--- config.mk ---
export PLATFORM = sky130hd
export DESIGN_NAME = rtmp_chunk_framer
export DESIGN_NICKNAME = d
export VERILOG_FILES = /design/src/rtl/rcf_pkg.sv /design/src/rtl/rcf_front.sv /design/src/rtl/rcf_queue.sv /design/src/rtl/rcf_back.sv /design/src/rtl/rtmp_chunk_framer.sv
export SDC_FILE = /design/constraint.sdc
export NUM_CORES = 1
export LEC_CHECK = 0
export BUFFER_PORTS_ARGS = -buffer_cell sky130_fd_sc_hd__buf_2
export CORE_MARGIN = 8
export CORE_UTILIZATION = 48
export CTS_CLUSTER_DIAMETER = 60
export DETAILED_ROUTE_END_ITERATION = 10
export PLACE_DENSITY = 0.71
export SLEW_MARGIN = 30
export SYNTH_ARGS = -nofsm -noshare
export SYNTH_HDL_FRONTEND = slang
export SYNTH_SLANG_ARGS = --single-unit
--- constraint.sdc ---
create_clock -name clk -period 21.9 [get_ports clk]
set_input_delay 2.19 -clock clk [delete_from_list [all_inputs] [get_ports clk]]
set_output_delay 2.19 -clock clk [all_outputs]
set_load 0.005 [all_outputs]
--- src/rtl/rcf_pkg.sv ---
`default_nettype none
// ----------------------------------------------------------------------------
// rcf_pkg
// Shared types, constants and the chunk header builder of the chunk framer.
// ----------------------------------------------------------------------------
package rcf_pkg;

	localparam int MaxBytes = 18;
	localparam int JobBits  = MaxBytes * 8;
	localparam int CntW     = $clog2(MaxBytes + 1);
	localparam int QDepth   = 2;
	localparam int QAw      = $clog2(QDepth);

	localparam logic        OpStart = 1'b0;
	localparam logic        OpData  = 1'b1;

	localparam logic [1:0]  FmtFull     = 2'd0;
	localparam logic [1:0]  FmtNoStream = 2'd1;
	localparam logic [1:0]  FmtTime     = 2'd2;
	localparam logic [1:0]  FmtCont     = 2'd3;

	localparam logic [23:0] TsMax        = 24'hFFFFFF;
	localparam logic [16:0] CsOneLimit   = 17'd64;
	localparam logic [16:0] CsTwoLimit   = 17'd320;
	localparam logic [16:0] CsOffset     = 17'd64;
	localparam logic [7:0]  CsThreeMark  = 8'h3f;
	localparam logic [23:0] ChunkReset   = 24'd128;

	localparam logic        RegChunkSize = 1'b0;

	// bytes are packed first byte in the lowest bits
	typedef struct packed {
		logic [JobBits-1:0] bytes;
		logic [CntW-1:0]    count;
		logic               done;
	} job_t;

	function automatic job_t build_header(
		input logic [1:0]  fmt,
		input logic [16:0] cs,
		input logic [31:0] ts,
		input logic [23:0] len,
		input logic [7:0]  typ,
		input logic [31:0] msid
	);
		job_t        j;
		logic [7:0]  top;
		logic [23:0] ts24;
		logic [16:0] v;
		logic [87:0] mh;
		logic [31:0] ext;
		logic [CntW-1:0] nb;
		logic [CntW-1:0] nm;
		logic        ext_en;
		top    = {fmt, 6'b0};
		ext_en = (ts >= {8'h00, TsMax});
		ts24   = ext_en ? TsMax : ts[23:0];
		v      = cs - CsOffset;
		j.bytes = '0;
		j.done  = 1'b0;
		if (cs < CsOneLimit) begin
			j.bytes[7:0] = top | {2'b00, cs[5:0]};
			nb = CntW'(1);
		end else if (cs < CsTwoLimit) begin
			j.bytes[15:0] = {v[7:0], top};
			nb = CntW'(2);
		end else begin
			j.bytes[23:0] = {v[15:8], v[7:0], top | CsThreeMark};
			nb = CntW'(3);
		end
		mh = {msid[31:24], msid[23:16], msid[15:8], msid[7:0], typ,
			len[7:0], len[15:8], len[23:16], ts24[7:0], ts24[15:8], ts24[23:16]};
		case (fmt)
			FmtFull: begin
				nm = CntW'(11);
			end
			FmtNoStream: begin
				nm = CntW'(7);
				mh = {32'b0, mh[55:0]};
			end
			FmtTime: begin
				nm = CntW'(3);
				mh = {64'b0, mh[23:0]};
			end
			default: begin
				nm = '0;
				mh = '0;
			end
		endcase
		j.bytes = j.bytes | (JobBits'(mh) << {nb, 3'b000});
		ext = {ts[7:0], ts[15:8], ts[23:16], ts[31:24]};
		if (ext_en) begin
			j.bytes = j.bytes | (JobBits'(ext) << {nb + nm, 3'b000});
		end
		j.count = nb + nm + (ext_en ? CntW'(4) : CntW'(0));
		return j;
	endfunction

endpackage
`default_nettype wire

--- src/rtl/rcf_front.sv ---
`default_nettype none
// ----------------------------------------------------------------------------
// rcf_front
// Accepts input items, tracks the open message and turns each item into a
// job of up to eighteen output bytes.
// ----------------------------------------------------------------------------
module rcf_front import rcf_pkg::*; (
	input  wire logic         clk,
	input  wire logic         arst_n,
	input  wire logic         s_tvalid,
	output logic              s_tready,
	// [1:0] msg_format, [18:2] chunk_stream, [50:19] time_value,
	// [74:51] msg_length, [82:75] type_id, [114:83] message_stream,
	// [122:115] data_byte, [127:123] zero
	input  wire logic [127:0] s_tdata,
	// [0] operation
	input  wire logic [0:0]   s_tuser,
	input  wire logic [23:0]  chunk_max,
	input  wire logic         q_full,
	output logic              push,
	output job_t              push_job
);

	logic [23:0] bytes_remaining_q;
	logic [23:0] chunk_left_q;
	logic [16:0] saved_stream_q;
	logic [31:0] saved_time_q;

	logic        accept;
	logic        op;
	logic [1:0]  msg_format;
	logic [16:0] chunk_stream;
	logic [31:0] time_value;
	logic [23:0] msg_length;
	logic [7:0]  type_id;
	logic [31:0] message_stream;
	logic [7:0]  data_byte;
	logic [23:0] eff_chunk;
	logic [23:0] br_next;
	logic [23:0] cl_next;
	job_t        hdr;
	job_t        cont;

	assign op             = s_tuser[0];
	assign msg_format     = s_tdata[1:0];
	assign chunk_stream   = s_tdata[18:2];
	assign time_value     = s_tdata[50:19];
	assign msg_length     = s_tdata[74:51];
	assign type_id        = s_tdata[82:75];
	assign message_stream = s_tdata[114:83];
	assign data_byte      = s_tdata[122:115];

	assign s_tready  = !q_full;
	assign accept    = s_tvalid && s_tready;
	assign eff_chunk = (chunk_max == 24'd0) ? 24'd1 : chunk_max;
	assign br_next   = bytes_remaining_q - 24'd1;
	assign cl_next   = (chunk_left_q == 24'd0) ? 24'd0 : chunk_left_q - 24'd1;

	always_comb begin
		hdr  = build_header(msg_format, chunk_stream, time_value, msg_length,
			type_id, message_stream);
		cont = build_header(FmtCont, saved_stream_q, saved_time_q, 24'd0, 8'd0, 32'd0);
		push     = 1'b0;
		push_job = hdr;
		if (accept) begin
			if (op == OpStart) begin
				push          = 1'b1;
				push_job.done = (msg_length == 24'd0);
			end else if (bytes_remaining_q != 24'd0) begin
				push           = 1'b1;
				push_job.bytes = {{(JobBits-8){1'b0}}, data_byte};
				push_job.count = CntW'(1);
				push_job.done  = (br_next == 24'd0);
				// chunk boundary with bytes left: continuation header follows
				if (br_next != 24'd0 && cl_next == 24'd0) begin
					push_job.bytes = {cont.bytes[JobBits-9:0], data_byte};
					push_job.count = cont.count + CntW'(1);
				end
			end
		end
	end

	always_ff @(posedge clk or negedge arst_n) begin
		if (!arst_n) begin
			bytes_remaining_q <= '0;
			chunk_left_q      <= '0;
			saved_stream_q    <= '0;
			saved_time_q      <= '0;
		end else if (accept) begin
			if (op == OpStart) begin
				saved_stream_q    <= chunk_stream;
				saved_time_q      <= time_value;
				bytes_remaining_q <= msg_length;
				chunk_left_q      <= eff_chunk;
			end else if (bytes_remaining_q != 24'd0) begin
				bytes_remaining_q <= br_next;
				if (br_next != 24'd0 && cl_next == 24'd0) begin
					chunk_left_q <= eff_chunk;
				end else begin
					chunk_left_q <= cl_next;
				end
			end
		end
	end

endmodule
`default_nettype wire

--- src/rtl/rcf_queue.sv ---
`default_nettype none
// ----------------------------------------------------------------------------
// rcf_queue
// Short job queue between the front and the byte serializer.
// ----------------------------------------------------------------------------
module rcf_queue import rcf_pkg::*; (
	input  wire logic clk,
	input  wire logic arst_n,
	input  wire logic push,
	input  wire job_t push_job,
	input  wire logic pop,
	output job_t      head,
	output logic      empty,
	output logic      full
);

	job_t           mem_q [QDepth];
	logic [QAw-1:0] wr_ptr_q;
	logic [QAw-1:0] rd_ptr_q;
	logic [QAw:0]   count_q;

	assign head  = mem_q[rd_ptr_q];
	assign empty = (count_q == '0);
	assign full  = (count_q == (QAw+1)'(QDepth));

	always_ff @(posedge clk) begin
		if (push) begin
			mem_q[wr_ptr_q] <= push_job;
		end
	end

	always_ff @(posedge clk or negedge arst_n) begin
		if (!arst_n) begin
			wr_ptr_q <= '0;
			rd_ptr_q <= '0;
			count_q  <= '0;
		end else begin
			if (push) begin
				wr_ptr_q <= wr_ptr_q + QAw'(1);
			end
			if (pop) begin
				rd_ptr_q <= rd_ptr_q + QAw'(1);
			end
			if (push && !pop) begin
				count_q <= count_q + (QAw+1)'(1);
			end else if (pop && !push) begin
				count_q <= count_q - (QAw+1)'(1);
			end
		end
	end

endmodule
`default_nettype wire

--- src/rtl/rcf_back.sv ---
`default_nettype none
// ----------------------------------------------------------------------------
// rcf_back
// Walks the head job one byte a cycle into the output register while m_tready allows.
// ----------------------------------------------------------------------------
module rcf_back import rcf_pkg::*; (
	input  wire logic       clk,
	input  wire logic       arst_n,
	input  wire job_t       head,
	input  wire logic       q_empty,
	output logic            pop,
	output logic            m_tvalid,
	input  wire logic       m_tready,
	// [7:0] out_byte
	output logic [7:0]      m_tdata,
	output logic            m_tlast,
	// [0] message_done
	output logic [0:0]      m_tuser
);

	logic [CntW-1:0] idx_q;
	logic            valid_q;
	logic [7:0]      byte_q;
	logic            last_q;
	logic            done_q;
	logic            load;
	logic            is_last;

	assign load    = !valid_q || m_tready;
	assign is_last = ((idx_q + CntW'(1)) == head.count);
	assign pop     = load && !q_empty && is_last;

	assign m_tvalid   = valid_q;
	assign m_tdata    = byte_q;
	assign m_tlast    = last_q;
	assign m_tuser[0] = done_q;

	always_ff @(posedge clk) begin
		if (load && !q_empty) begin
			byte_q <= head.bytes[{idx_q, 3'b000} +: 8];
			last_q <= is_last;
			done_q <= is_last && head.done;
		end
	end

	always_ff @(posedge clk or negedge arst_n) begin
		if (!arst_n) begin
			valid_q <= 1'b0;
			idx_q   <= '0;
		end else if (load) begin
			valid_q <= !q_empty;
			if (!q_empty) begin
				idx_q <= is_last ? '0 : idx_q + CntW'(1);
			end
		end
	end

endmodule
`default_nettype wire

--- src/rtl/rtmp_chunk_framer.sv ---
`default_nettype none
// Path: an accepted item is queued, then its first byte loads into the m_tdata register.
// Throughput: one output byte per cycle from the serializer while m_tready is high; a
// payload item that yields one byte is taken every cycle while the queue is not full, a
// start item yields 1 to 18 header bytes and a chunk boundary adds 1 to 7 header bytes.
// Reset: queue and output empty, no open message, chunk limit back to 128.
// ----------------------------------------------------------------------------
// rtmp_chunk_framer
// Send-side chunk stream framer: headers, continuation headers and payload.
// ----------------------------------------------------------------------------
module rtmp_chunk_framer import rcf_pkg::*; (
	input  wire logic         clk,
	input  wire logic         arst_n,
	input  wire logic         s_tvalid,
	output logic              s_tready,
	// [1:0] msg_format, [18:2] chunk_stream, [50:19] time_value,
	// [74:51] msg_length, [82:75] type_id, [114:83] message_stream,
	// [122:115] data_byte, [127:123] zero
	input  wire logic [127:0] s_tdata,
	// [0] operation
	input  wire logic [0:0]   s_tuser,
	output logic              m_tvalid,
	input  wire logic         m_tready,
	// [7:0] out_byte
	output logic [7:0]        m_tdata,
	// last_of_run
	output logic              m_tlast,
	// [0] message_done
	output logic [0:0]        m_tuser,
	input  wire logic         psel,
	input  wire logic         penable,
	input  wire logic         pwrite,
	input  wire logic [2:0]   paddr,
	input  wire logic [31:0]  pwdata,
	output logic [31:0]       prdata,
	output logic              pready
);

	logic [23:0] chunk_max_q;
	logic        q_full;
	logic        q_empty;
	logic        push;
	logic        pop;
	job_t        push_job;
	job_t        head;

	assign pready = 1'b1;
	assign prdata = (paddr[2] == RegChunkSize) ? {8'h00, chunk_max_q} : 32'h0;

	always_ff @(posedge clk or negedge arst_n) begin
		if (!arst_n) begin
			chunk_max_q <= ChunkReset;
		end else if (psel && penable && pwrite && paddr[2] == RegChunkSize) begin
			chunk_max_q <= pwdata[23:0];
		end
	end

	rcf_front u_front (
		.clk        (clk),
		.arst_n     (arst_n),
		.s_tvalid   (s_tvalid),
		.s_tready   (s_tready),
		.s_tdata    (s_tdata),
		.s_tuser    (s_tuser),
		.chunk_max  (chunk_max_q),
		.q_full     (q_full),
		.push       (push),
		.push_job   (push_job)
	);

	rcf_queue u_queue (
		.clk      (clk),
		.arst_n   (arst_n),
		.push     (push),
		.push_job (push_job),
		.pop      (pop),
		.head     (head),
		.empty    (q_empty),
		.full     (q_full)
	);

	rcf_back u_back (
		.clk      (clk),
		.arst_n   (arst_n),
		.head     (head),
		.q_empty  (q_empty),
		.pop      (pop),
		.m_tvalid (m_tvalid),
		.m_tready (m_tready),
		.m_tdata  (m_tdata),
		.m_tlast  (m_tlast),
		.m_tuser  (m_tuser)
	);

`ifndef SYNTHESIS
	// message completion only ever lands on the final byte of a run
	a_done_on_last: assert property (@(posedge clk) disable iff (!arst_n)
		(m_tvalid && m_tuser[0]) |-> m_tlast)
		else $error("message_done without last_of_run");

	a_no_pop_empty: assert property (@(posedge clk) disable iff (!arst_n)
		pop |-> !q_empty)
		else $error("job queue popped while empty");

	a_job_count: assert property (@(posedge clk) disable iff (!arst_n)
		push |-> (push_job.count != '0 && push_job.count <= CntW'(MaxBytes)))
		else $error("job byte count out of range");

	// a finished job is dropped from the queue as its last byte loads
	a_pop_loads_last: assert property (@(posedge clk) disable iff (!arst_n)
		pop |=> (m_tvalid && m_tlast))
		else $error("job popped without its last byte in the output register");
`endif

endmodule
`default_nettype wire

==> results of run 1 <==
-- routing by layer --
layer / vias to the layer above / wire [um] / part of all wire (%)
met3: 266 / 10400 / 11
met4: 16 / 4860 / 4.9
met5: - / 103 / 0.10
met2: 1358 / 44300 / 45
li1: 9452 / - / -
met1: 11000 / 38800 / 39
-- worst max-delay path: stages --
cell      delay [ns]
buf_2           0.07
buf_4           0.46
inv_1           0.49
nor2_1          0.20
buf_4           0.30
clkinv_1        0.61
ha_2            0.45
xnor2_1         0.61
xor2_4          0.16
buf_4           0.49
and2_1          0.51
nand2_1         0.12
nor3_1          0.60
a222oi_1        0.35
o21ai_0         0.32
-- cells in the mapped netlist, types with 7 or more instances --
| cell | number | area (sq um) |
|---|---|---|
| o221ai_1 | 9 | 78.8 |
| a211oi_1 | 20 | 150 |
| nor3_1 | 71 | 355 |
| o31ai_1 | 17 | 128 |
| nand3_1 | 86 | 430 |
| xor2_1 | 15 | 131 |
| a221o_1 | 7 | 70.1 |
| mux4_2 | 88 | 1980 |
| buf_4 | 9 | 67.6 |
| o221ai_2 | 9 | 135 |
| o32ai_1 | 8 | 70.1 |
| o22ai_1 | 47 | 294 |
| a22o_1 | 10 | 87.6 |
| and2_1 | 9 | 56.3 |
| clkbuf_1 | 167 | 627 |
| nand2b_1 | 13 | 81.3 |
| nor2b_1 | 45 | 282 |
| a221oi_1 | 42 | 368 |
| a22oi_1 | 27 | 203 |
| o21ai_0 | 117 | 586 |
| a31oi_1 | 36 | 225 |
| a21o_1 | 10 | 75.1 |
| buf_1 | 31 | 116 |
| mux2_2 | 41 | 462 |
| edfxtp_1 | 310 | 9310 |
| or2_2 | 8 | 50.1 |
| nand2_1 | 382 | 1430 |
| dfrtp_1 | 130 | 3250 |
| nor4_1 | 42 | 263 |
| mux2i_1 | 86 | 861 |
| and3_1 | 17 | 106 |
| o2bb2ai_1 | 16 | 140 |
| a21oi_1 | 120 | 601 |
| o211ai_1 | 13 | 97.6 |
| or3_1 | 9 | 56.3 |
| nor2_1 | 167 | 627 |
| ha_1 | 10 | 125 |
| xnor2_1 | 25 | 219 |
| inv_1 | 34 | 128 |
| nand4_1 | 33 | 206 |
-- path summary, 6_finish.rpt --
path | from | depth (start not counted) | endpoint
max reg2reg | u_front.chunk_left_q[4] | 9 | u_queue.mem_q[1][60]
min in group asynchronous | arst_n | 1 | u_front.bytes_remaining_q[4]
max | s_tdata[1] | 15 | u_queue.mem_q[0][56]
min reg2reg | u_front.saved_stream_q[16] | 2 | u_front.saved_stream_q[16]
min | u_front.saved_stream_q[16] | 2 | u_front.saved_stream_q[16]
max in group asynchronous | arst_n | 3 | u_queue.rd_ptr_q
-- cell type report --
class                      count  area, sq um  area share (%)
antenna                        9         22.5          0.0788
inverter                      37          139           0.486
clock buffer                  63         1370            4.80
tap                          688          861            3.01
timing repair buffer         238         1350            4.71
clock inverter                30          269           0.941
multi-input combinational   1752        12000            41.9
sequential                   441        12600            44.0
-- report_power, final --
part,total [mW],switching [mW],internal (mW),leakage (nW)
Sequential,1.42,0.222,1.19,4.49
Clock,0.834,0.358,0.476,0.814
Combinational,1.15,0.678,0.470,5.16
Total,3.40,1.26,2.14,10.5
-- logic make-up (layout without fill, tap and decap cells) --
kind of cell | count (synthesis) | count (layout) | synth area share, %
xor+xnor | 40 | 40 | 1.38
mux | 215 | 215 | 13.0
buf+inv | 248 | 368 | 3.84
flops | 441 | 441 | 49.6
simple gates | 916 | 916 | 16.7
compound gates | 562 | 562 | 15.0
fa+ha+maj | 10 | 10 | 0.493
other cells | 2 | 18 | 0.0296
-- sequential cells by signal, indices dropped and copies added, names as in the netlist --
signal	cells
chunk_max_q	24
u_back.idx_q	5
u_back.m_tdata	8
u_back.m_tlast	1
u_back.m_tuser	1
u_back.m_tvalid	1
u_front.bytes_remaining_q	24
u_front.chunk_left_q	24
u_front.saved_stream_q	17
u_front.saved_time_q	32
u_queue.count_q	2
u_queue.mem_q	300
u_queue.rd_ptr_q	1
u_queue.wr_ptr_q	1
-- stage by stage --
stage	hold slack (ns)	instance area (sq um)	util, %	power [mW]
6_report	0.495	28600	54.5	3.40
3_3_place_gp	0.478	26900	51.2	2.53
3_5_place_dp	0.481	26900	51.3	2.57
4_1_cts	0.496	28500	54.4	3.40
2_1_floorplan	0.446	25400	-	2.16
5_1_grt	0.537	28600	54.5	3.55
==> impl_metrics.json, run 1 <==
{
  "status": "finished clean",
  "cts.clk_slew.worst_paths_ns": 0.06,
  "r2r_slack_ns": 16.41,
  "die_w_um": 246,
  "core_sq_mm": 0.0524,
  "grt_start_max_net_pins": 151,
  "cts_root_buf": "clkbuf_16",
  "die_h_um": 246,
  "synth.yosys.seq_area_share_pct": 49.6,
  "fin_crit_sh_pct": 35.1,
  "viasPerCell": 6.77,
  "post_cts.repair.setup_buffers": 0,
  "gr-total-overflow": 0,
  "clk_path_buf_depth": 3,
  "cp_data_required_time_ns": 22.22,
  "synth_edf_count": 310,
  "grt_usage_pct": 31.7,
  "period_needed_ns": 7.69,
  "syn_inst": 2434,
  "syn-cell-area_sq_mm": 0.0254,
  "p_leak_nw": 10.5,
  "antenna_found_initial": 14,
  "grt_use_met1_pct": 43.1,
  "gp_congestion": 0.972,
  "wl_um": 98500,
  "drv_cap": 0,
  "finalNonFillerCells": 3258,
  "slew_headroom_pct": 26.3,
  "arrival_ns": 8.01,
  "grt_pass1_vias": 21300,
  "final_layout_size_suffix_gt1_share_pct": 19.4,
  "ios": 216,
  "cts_tree": "yes",
  "skew_ns": 0.0411,
  "antenna_left": 0,
  "start_util_pct": 48.4,
  "crit_fanout": 49,
  "synth_cell_type_count": 78,
  "portBuffers": 191,
  "synthArstFlopShare_pct": 29.7,
  "place_ws_ns": 13.94,
  "fmax_mhz": 130,
  "report.final.hold_viol_count": 0,
  "grt_setup_unrepaired": "false",
  "final_common_cell": "nand2_1",
  "power_density_mw_per_mm2": 119,
  "place_inst": 3155,
  "detail_route.wl_per_cell_um": 30.2,
  "final-setup-viol-count": 0,
  "dr_total_vias": 22100,
  "drcViolationCount": 0,
  "cts_sinks": 441,
  "grtUsageMet3_pct": 6.94,
  "worst_pin_slew_ns": 1.11,
  "setup.worst_path.start_class": "input pin",
  "gr-usage-met2_pct": 48.7,
  "top_usage_layer": "met2",
  "cts_resized": 0,
  "drtPass1Iterations": 6,
  "numCtsBuffers": 51,
  "num-fill-cells": 4543,
  "report.final.slew_viol_count": 0,
  "avgSynthCellArea_sq_um": 10.4,
  "finalWorstSetupSlack_ns": 14.21,
  "min-delay-path-class": "reg -> reg",
  "area_delta_synth_final_pct": 12.6,
  "synth_ff_type": "edfxtp_1",
  "holdBufCountCts": 0,
  "crit_type": "in -> reg",
  "end_kind": "flip-flop",
  "ys_warn_count": 0,
  "h-tree-depth": 2,
  "irDropWorstVdd_v": 0.0000745,
  "dp_hpwl_um": 70600,
  "synth_seq_cells": 441,
  "drtIter0Drc": 3049,
  "nets": 2702,
  "clk_latency_ns": 0.62,
  "grt_pass1_wl_um": 143000,
  "setup_tns_ns": 0,
  "fp-row-count": 84,
  "mostFrequentLayoutCells": "nand2_1, edfxtp_1, buf_2",
  "dieArea_sq_mm": 0.0605
}
Power figures use the tool's default switching activity.
==> run 2: changes to the inputs <==
--- a/config.mk
+++ b/config.mk
@@ -10,7 +10,7 @@
 export CORE_UTILIZATION = 48
 export CTS_CLUSTER_DIAMETER = 60
 export DETAILED_ROUTE_END_ITERATION = 10
-export PLACE_DENSITY = 0.71
+export PLACE_DENSITY = 0.74
 export SLEW_MARGIN = 30
 export SYNTH_ARGS = -nofsm -noshare
 export SYNTH_HDL_FRONTEND = slang
==> constraint.sdc (replaced) <==
create_clock -name clk -period 6.2 [get_ports clk]
set_input_delay 0.62 -clock clk [delete_from_list [all_inputs] [get_ports clk]]
set_output_delay 0.62 -clock clk [all_outputs]
set_load 0.005 [all_outputs]
==> run 2 against run 1 <==
Critical path type is now reg -> reg; sequential power rose to 3.6 times the previous value; setup slack got worse by 13 ns; first-iteration DRC count rose by 1.3%; worst hold slack got worse by 0.38 ns; power rose to 3.6 times the previous value; critical path depth fell by 6; clock skew fell by 0.018 ns; wire length rose by 3.4%; core utilization rose by 0.45 points; design area rose by 0.83%.
==> impl_metrics.json, run 2 (synthesis results as in run 1) <==
{
  "fin_crit_sh_pct": 85.1,
  "dieArea_sq_mm": 0.0605,
  "grt_pass1_vias": 21600,
  "dr_total_vias": 22300,
  "cp_data_required_time_ns": 6.57,
  "cts.clk_slew.worst_paths_ns": 0.06,
  "numCtsBuffers": 50,
  "setup.worst_path.start_class": "flip-flop",
  "cts_resized": 0,
  "dp_hpwl_um": 73500,
  "worst_pin_slew_ns": 1.03,
  "irDropWorstVdd_v": 0.000331,
  "power_mw": 12.2,
  "top_register": "u_queue.mem_q",
  "arrival_ns": 5.65,
  "end_kind": "flip-flop",
  "p_switching_mw": 4.49,
  "largest_reg_flops": 300,
  "die_w_um": 246,
  "pwr-share-comb_pct": 33.4,
  "finalNonFillerCells": 3283,
  "clk_path_buf_depth": 3,
  "r2r_cells": 9,
  "drtPass1Iterations": 6,
  "worst_r2r_endpoint": "u_queue.mem_q[0][57]",
  "core_sq_mm": 0.0524,
  "holdBufCountCts": 0,
  "die_h_um": 246,
  "cts_root_buf": "clkbuf_16",
  "fp-row-count": 84,
  "power_density_mw_per_mm2": 423,
  "antenna_left": 0,
  "crit_fanout": 18,
  "clk_latency_ns": 0.61,
  "post_cts.repair.setup_buffers": 0,
  "drtIter0Drc": 3090,
  "grt_setup_unrepaired": "false",
  "p_clk_share_pct": 24.8,
  "detail_route.wl_per_cell_um": 31.0,
  "drcViolationCount": 0,
  "report.final.hold_viol_count": 0,
  "wl_um": 102000,
  "r2r_slack_ns": 0.92,
  "final-setup-viol-count": 0,
  "grt_usage_pct": 32.7,
  "p_int_mw": 7.69,
  "gp_congestion": 1.02,
  "antenna_found_initial": 15,
  "drv_cap": 0,
  "h-tree-depth": 2,
  "p_leak_nw": 10.6,
  "place_inst": 3184,
  "finalWorstSetupSlack_ns": 0.924,
  "status": "finished clean",
  "final_common_cell": "nand2_1",
  "mostFrequentLayoutCells": "nand2_1, edfxtp_1, buf_2",
  "r2r-start": "u_front.chunk_left_q[4]",
  "crit_type": "reg -> reg",
  "nets": 2729,
  "gr-total-overflow": 0,
  "min-delay-path-class": "in -> async",
  "start_util_pct": 48.4,
  "reg_top3": "u_queue.mem_q (300), u_front.saved_time_q (32)",
  "report.final.slew_viol_count": 0,
  "cts_sinks": 441,
  "num-fill-cells": 4526,
  "portBuffers": 191,
  "p_seq_share_pct": 41.8,
  "period_needed_ns": 5.28,
  "setup_tns_ns": 0,
  "swShare_pct": 36.9,
  "final_layout_size_suffix_gt1_share_pct": 20.2,
  "cts_tree": "yes",
  "grt_start_max_net_pins": 151,
  "grt_pass1_wl_um": 147000,
  "place_ws_ns": 0.990,
  "ios": 216,
  "fmax_mhz": 190,
  "slew_headroom_pct": 31.0,
  "area_delta_synth_final_pct": 13.5,
  "skew_ns": 0.0229,
  "viasPerCell": 6.81
}
-- run 2: cell types whose count changed in the layout (fill, tap and decap cells not counted), sizes merged --
cell | before | now
clkinvlp | 0 | 1
inv | 45 | 41
bufinv | 2 | 7
clkinv | 20 | 22
buf | 238 | 265
diode | 9 | 8
clkbuf | 63 | 58
-- run 2: layout make-up --
cell class / instances / area, sq um / share of cell area [%]
clock buffer: 57 / 1280 / 4.43
multi-input combinational: 1752 / 12000 / 41.5
tap: 688 / 861 / 2.99
antenna: 8 / 20.0 / 0.0694
sequential: 441 / 12600 / 43.7
inverter: 37 / 139 / 0.482
timing repair buffer: 266 / 1570 / 5.43
clock inverter: 34 / 400 / 1.39
-- run 2: per-stage QoR --
step	hold slack (ns)	util, %	cell area, sq um
finish	0.112	55.0	28800
global route	0.201	54.9	28800
CTS	0.186	54.9	28800
detailed placement	0.463	51.7	27100
global placement	0.468	51.7	27100
floorplan	0.324	-	25400
-- run 2: worst max-delay path by stage --
stage                           endpoint                    start  cells past startpoint
finish              u_queue.mem_q[0][57]  u_front.chunk_left_q[4]                      9
floorplan           u_queue.mem_q[0][54]              s_tdata[13]                     17
CTS                 u_queue.mem_q[0][57]  u_front.chunk_left_q[9]                      9
global placement    u_queue.mem_q[0][57]  u_front.chunk_left_q[9]                      9
detailed placement  u_queue.mem_q[0][57]  u_front.chunk_left_q[9]                      9
global route        u_queue.mem_q[0][57]  u_front.chunk_left_q[4]                      9
-- run 2: power by group through the flow --
stage	logic (mW)	clock network (mW)	registers, mW
global placement	3.95	0	5.06
CTS	4.04	3.06	5.08
floorplan	2.89	0	4.68
detailed placement	4.02	0	5.13
global route	4.35	3.17	5.19
finish	4.07	3.03	5.09
-- run 2: worst max-delay path, cell delays in order (launching register included) --
cell	delay [ns]
dfrtp_1	0.46
nor4_1	0.58
nand3_1	0.39
or4_1	0.57
xnor2_1	0.19
or4_1	0.51
or4b_1	0.52
a211o_1	0.53
or3_1	0.81
o21ai_0	0.49
-- run 2: layer usage --
| metal | wire (um) | track usage, % |
|---|---|---|
| met1 | 40600 | 44.7 |
| met2 | 45800 | 50.1 |
| met3 | 9910 | 6.27 |
| met4 | 5400 | 15.5 |
| met5 | 90 | 0 |
